<file path="config.mk">
export PLATFORM = sky130hd
export DESIGN_NAME = cvt_accum
export DESIGN_NICKNAME = d
export VERILOG_FILES = /design/src/design/cvt_pkg.sv /design/src/design/cvt_accum.sv
export SDC_FILE = /design/constraint.sdc
export NUM_CORES = 1
export LEC_CHECK = 0
export BUFFER_PORTS_ARGS = -buffer_cell sky130_fd_sc_hd__buf_2
export CAP_MARGIN = 20
export CORE_MARGIN = 2
export CORE_UTILIZATION = 31
export DETAILED_ROUTE_END_ITERATION = 8
export HOLD_SLACK_MARGIN = 0.15
export PLACE_DENSITY = 0.57
export SYNTH_ARGS = -nofsm -noshare
export SYNTH_HDL_FRONTEND = slang
export SYNTH_SLANG_ARGS = --single-unit
</file>
<file path="constraint.sdc">
create_clock -name clk -period 1.2 [get_ports clk]
set_input_delay 0.06 -clock clk [delete_from_list [all_inputs] [get_ports clk]]
set_output_delay 0.06 -clock clk [all_outputs]
set_load 0.1 [all_outputs]
</file>
<file path="src/design/cvt_pkg.sv">
// Package for the cell-versus-tetrahedron classifier: widths, label codes
// and the structs passed between the datapath and the flag accumulator.
// No dependencies.
package cvt_pkg;

  localparam int COORD_WIDTH = 32;
  localparam int FRAC_BITS   = 16;
  localparam int COEF_WIDTH  = 32;
  localparam int COEF_FRAC   = 24;
  localparam int NUM_REGS    = 6;
  localparam int CFG_IDX_W   = 3;
  localparam int CFG_DATA_W  = 2 * COEF_WIDTH;
  localparam int NUM_COEFS   = 2 * NUM_REGS;

  // product of one coordinate and one coefficient, exact
  localparam int PROD_W = COORD_WIDTH + COEF_WIDTH;
  localparam int ONE_POS = FRAC_BITS + COEF_FRAC;
  localparam int BASE_W = (PROD_W > ONE_POS + 1) ? PROD_W : ONE_POS + 1;
  // height: three products plus shifted offset
  localparam int H_W = BASE_W + 2;
  // sum of three heights
  localparam int S_W = H_W + 2;

  typedef logic [1:0] label_t;
  localparam label_t CELL_OUTSIDE  = 2'd0;
  localparam label_t CELL_BOUNDARY = 2'd1;
  localparam label_t CELL_INSIDE   = 2'd2;

  typedef struct packed {
    logic signed [COORD_WIDTH-1:0] coord_x;
    logic signed [COORD_WIDTH-1:0] coord_y;
    logic signed [COORD_WIDTH-1:0] coord_z;
    logic                          cell_degenerate;
    logic                          last_vertex;
  } vtx_t;

  typedef struct packed {
    logic       valid;
    logic [3:0] below;
    logic [3:0] above;
    logic       degenerate;
    logic       last;
  } flags_t;

endpackage

</file>
<file path="src/design/cvt_accum.sv">
// Per-cell flag accumulation and label output register.
// Depends on cvt_pkg.
module cvt_accum (
  input  logic            clk,
  input  logic            rst,
  input  cvt_pkg::flags_t flags,
  input  logic            out_ready,
  output logic            out_valid,
  output cvt_pkg::label_t out_label,
  output logic            hold
);
  import cvt_pkg::*;

  logic [3:0] plane_all_below, plane_all_above;
  logic       none_below_any, degenerate_seen;
  logic [3:0] all_below_next, all_above_next;
  logic       none_below_next, degenerate_next;
  label_t     label_next;
  logic       adv;

  // a finished cell cannot enter while the previous label is still waiting
  assign hold = flags.valid && flags.last && out_valid && !out_ready;
  assign adv  = !hold;

  always_comb begin
    all_below_next  = plane_all_below & flags.below;
    all_above_next  = plane_all_above & flags.above;
    none_below_next = none_below_any & ~(|flags.below);
    degenerate_next = degenerate_seen | flags.degenerate;
    if (degenerate_next || (|(all_below_next | all_above_next))) begin
      label_next = CELL_OUTSIDE;
    end else if (none_below_next) begin
      label_next = CELL_INSIDE;
    end else begin
      label_next = CELL_BOUNDARY;
    end
  end

  always_ff @(posedge clk) begin
    if (rst) begin
      plane_all_below <= '1;
      plane_all_above <= '1;
      none_below_any  <= 1'b1;
      degenerate_seen <= 1'b0;
      out_valid       <= 1'b0;
    end else begin
      if (flags.valid && adv) begin
        if (flags.last) begin
          plane_all_below <= '1;
          plane_all_above <= '1;
          none_below_any  <= 1'b1;
          degenerate_seen <= 1'b0;
        end else begin
          plane_all_below <= all_below_next;
          plane_all_above <= all_above_next;
          none_below_any  <= none_below_next;
          degenerate_seen <= degenerate_next;
        end
      end
      if (flags.valid && flags.last && adv) begin
        out_valid <= 1'b1;
      end else if (out_ready) begin
        out_valid <= 1'b0;
      end
    end
  end

  always_ff @(posedge clk) begin
    if (flags.valid && flags.last && adv) begin
      out_label <= label_next;
    end
  end

endmodule

</file>
Yosys cells after proc, flatten, opt, wreduce, memory -nomap -nowiden
Cells that the tools add are included.

Reductions and logical operators: 11. Bitwise gates (word level): 6. Multiplexer cells: 7.

Operators by type and width (count): $and 4x4->4 (2); $mux 4 (2); $reduce_or 4->1 (2); $logic_and 1x1->1 (5); $mux 1 (4); $or 4x4->4 (1); $logic_not 1->1 (2); $mux 2 (1); $reduce_bool 2->1 (1); $and 1x1->1 (1); $logic_or 1x1->1 (1); $not 1->1 (1); $or 1x1->1 (1).

Register bits after elaboration: 13. Output and inout port bits: 4. Input port bits: 14. Logic and storage cells: 30.

Logic depth before layout (Yosys ltp)
Depth after elaboration: 6. Depth in mapped cells: 4. Depth with buffers taken out: 3.

Least setup slack after synthesis
Ideal clock, no wire load.

Path type: register to output. Start point: register out_valid. End point: output port hold. Arrival time: 2.633 ns. Stages on the path, launching flop included: 4. Required time: 1.140 ns. Slack: -1.493 ns. Path buffers: 1. Path through: dfxtp_1 -> nand2b_1 -> buf_2 -> nor2_1.

Cells in the longest elaborated chain, start to end: 2.

RTL lines: start, declared (line cvt_accum.sv:8) `output logic out_valid,`; start signal, assigned (line cvt_accum.sv:45) `out_valid <= 1'b0;`; start signal, assigned (line cvt_accum.sv:61) `out_valid <= 1'b1;`; start signal, assigned (line cvt_accum.sv:63) `out_valid <= 1'b0;`; $logic_and 1x1->1 (2 in a row) (line cvt_accum.sv:22) `assign hold = flags.valid && flags.last && out_valid && !out_ready;`; end, declared (line cvt_accum.sv:10) `output logic hold`.

Every way passes these cells.

Worst setup path in the final report
Start point: input port flags[0] (netlist bit). End point: output port hold.

Cells in the longest elaborated chain, start to end: 3.

RTL lines: start, declared (line cvt_accum.sv:6) `input cvt_pkg::flags_t flags,`; $logic_and 1x1->1 (3 in a row) (line cvt_accum.sv:22).

Every way passes these cells.

==> flow_summary_export.csv <==
group,metric,value,unit
placed_design,io_buffers,17,
yosys,synth-seq-area-share,47.66,%
detailed_routing,detail-route-antenna-nets,0,
status,status,"finished, final reports clean",
floorplan,io_pins,18,
detailed_routing,drc,0,
cts,cts.sinks,13,
placed_design,place_area,713.2,um^2
setup_path,path_cells,"dlygate4sd3_1 > buf_2 > nand2_1 > nor2_4 > buf_12",
global_routing,antenna_found_initial,0,
placed_design,dp_hpwl,892.8,um
yosys,synth_top_family_by_area,"compound AO/OA/AOI/OAI gates",
cts,cts_root_buffer,"clkbuf_4",
setup_path,critPathMaxStageDelay,0.52,ns
setup_path,rr_startpoint,"out_valid",
detailed_routing,viasPerCell,4.590,
yosys,synth-main-ff-cell,"dfxtp_1",
finish,drive_above_1_share,28.87,%
finish,layout.area.seq,284.0,um^2
timing,hold_viol_final,0,
setup_path,cp-start-kind,"primary input",
yosys,synth_top_area_cell,"dfxtp_1",
detailed_routing,vias,560,
global_routing,grtUsageTotal,14.01,%
cts,cts_tree,"yes",
timing,setup_viol,0,
timing,fmax,0.8694,GHz
global_routing,grt_max_degree,14,
pwr,p_int,0.6685,mW
global_routing,use_met2,21.62,%
finish,syn_to_final_growth,47.87,%
yosys,synth_xor_area_share,0,%
pwr,peakVddDrop,483.6,uV
timing,fin_crit_sh,95.85,%
detailed_routing,drt-total-wl,1347,um
timing,worst_clock_skew,0.006444,ns
cts,insertion_delay,0.29,ns
setup_path,r2r_end,"out_label[0]",
setup_path,startpoint,"flags[0]",
finish,finalInstanceArea,869.6,um^2
detailed_routing,wire_per_inst,11.04,um
cts,hold_buffers,11,
detailed_routing,first_iter_violations,7,
hold_path,min_path_cells,3,
pwr,p_sw_share,27.72,%
pwr,p_comb_share,18.6,%
floorplan,initial_core_util,33.33,%
yosys,yosys-top-cells-area,"dfxtp_1 37%, edfxtp_1 10%, o21bai_1 10%, a21oi_1 8.5%, nor2_1 7.0%",
finish,multiInputGateArea,302.8,um^2
floorplan,row_count,15,
hold_path,min_to,"out_valid",
setup_path,crit_required,1.14,ns
floorplan,die_w,47.56,um
setup_path,crit_path_end_kind,"primary output",
yosys,netlist.area_leader.share,37.45,%
cts,cts_max_level,1,
pwr,power,0.9249,mW
setup_path,path_class,"in2out",
job,cap_violations,0,
yosys,synth_simple_gate_area_share,19.15,%
cts,clock_path_buffers,2,
floorplan,die_y,47.56,um
timing,grt_setup_unrepaired,"no",
finish,fin_nets,112,
finish,antennaDiodeCount,0,
floorplan,die_area,0.002261,mm^2
timing,maxSlewHeadroom,67.83,%
timing,fin_tns_setup,0,ns
setup_path,rr_worst_depth,3,
global_routing,top_usage_layer,"met2",
global_routing,overflow,0,
timing,report.final.slew_viol_count,0,
yosys,synthesis.nets,81,
timing,tightest_slew,0.4859,ns
global_routing,grt_pass1_vias,504,
cts,cts_buffers,3,
yosys,ys_ff_latch,13,
setup_path,cp_max_fo,4,
pwr,leakagePower,0.3848,nW
detailed_routing,dr.pass1.iters,4,
placed_design,gp_congestion,0.6734,
yosys,synth_edf_count,2,
finish,fillCellCount,197,
yosys,synth_compound_gate_area_share,28.94,%
pwr,switchingPower,0.2564,mW
yosys,async_reset_ff_share,0,%
pwr,power_density,1064,mW/mm^2
yosys,synthAdderAreaFrac,0,%
global_routing,grt_pass1_wl,2104,um
hold_path,min_from,"out_ready",
hold_path,hp-class,"in2reg",
setup_path,arrival,1.09,ns
yosys,yosysUniqueCellTypes,23,
yosys,synthCells,67,
global_routing,grtUsageMet3,6.792,%
cts,clk_pin_slew,0.08,ns
pwr,p_seq_share,51.0,%
yosys,syn_area,588.1,um^2
pwr,clock_power_share,30.5,%
global_routing,grt_util_met1,16.40,%
timing,fin_crit,1.150,ns
setup_path,worst-r2r-setup-slack,0.12,ns
yosys,ys.warnings.count,0,
yosys,muxShareOfSynthArea,0,%
floorplan,coreArea,0.001764,mm^2
yosys,syn_avg_cell_area,8.777,um^2
setup_path,slowest_stage,"dlygate4sd3_1",
## worst max-delay path, delay by kind of cell
kind	cells	cell delay, ns
simple gates	2	0.20
buf+inv	3	0.82
## power by group through the flow
| stage | Combinational [mW] | Clock (mW) | Sequential [mW] |
|---|---|---|---|
| floorplan | 0.0728 | 0 | 0.507 |
| global placement | 0.139 | 0 | 0.480 |
| detailed placement | 0.140 | 0 | 0.481 |
| CTS | 0.168 | 0.283 | 0.471 |
| global route | 0.186 | 0.312 | 0.474 |
| finish | 0.172 | 0.282 | 0.471 |
## cells in the final DEF (no fill, tap or decap), types with 2 or more instances in the layout
cell	netlist	layout
nand3_1	2	2
clkbuf_4	0	3
edfxtp_1	2	2
nor2_1	11	10
a22oi_1	3	3
buf_2	1	16
dlygate4sd3_1	0	11
o21bai_1	8	8
a21oi_1	10	10
dfxtp_1	11	10
buf_4	0	2
nand2_1	4	4
## synth_stat cells, types with 2 or more instances
| master | number |
|---|---|
| a22oi_1 | 3 |
| dfxtp_1 | 11 |
| edfxtp_1 | 2 |
| nand2b_1 | 2 |
| a21oi_1 | 10 |
| nor2_1 | 11 |
| o21bai_1 | 8 |
| nand2_1 | 4 |
| nand3_1 | 2 |
## per-layer routing
layer / share of wire [%] / routed length (um)
met5: 0 / 0
met4: 2.0 / 27
met3: 7.8 / 105
met2: 42 / 568
met1: 48 / 646
## area by class of cell
type	count	area share [%]
clock buffer	4	3.022
multi-input combinational	50	34.82
sequential	13	32.66
tap	25	3.597
timing repair buffer	30	25.90
## how the worst max path moves through the flow
stage	end	slack, ns	depth (start not counted)
2_1_floorplan	hold	-0.09	3
3_3_place_gp	out_label[1]	0.21	3
6_report	hold	0.05	5
4_1_cts	out_label[1]	0.01	5
5_1_grt	hold	0.01	5
3_5_place_dp	out_label[1]	0.18	3
## repair_timing
| item | in CTS | in global routing |
|---|---|---|
| setup buffers | 0 | 2 |
| resized for setup | 0 | 1 |
| hold endpoints to repair | 11 | 1 |
| endpoints found under the setup margin | 0 | 3 |
## sequential cells by signal (all words and copies together) (netlist names)
name / cells
none_below_any: 1
degenerate_seen: 1
out_valid: 1
plane_all_below: 4
plane_all_above: 4
out_label: 2
## through the flow
stage	utilization [%]	setup slack, ns	instances	hold WS, ns
after floorplan	-	-0.08843	67	0.1601
after global placement	40.43	0.2146	105	0.3170
after detailed placement	40.43	0.1837	105	0.3248
after CTS	48.16	0.01119	120	0.1079
after global routing	49.29	0.009733	122	0.07490
final	49.29	0.04978	122	0.06533
## kinds of logic (layout without fill, tap and decap cells)
kind of cell / count (synthesis) / in the layout
flip-flops: 13 / 13
AND/OR/NAND/NOR: 24 / 24
AO/OA/AOI/OAI: 26 / 26
buffers and inverters: 4 / 34
No activity file was read; power rests on OpenSTA's default activity.
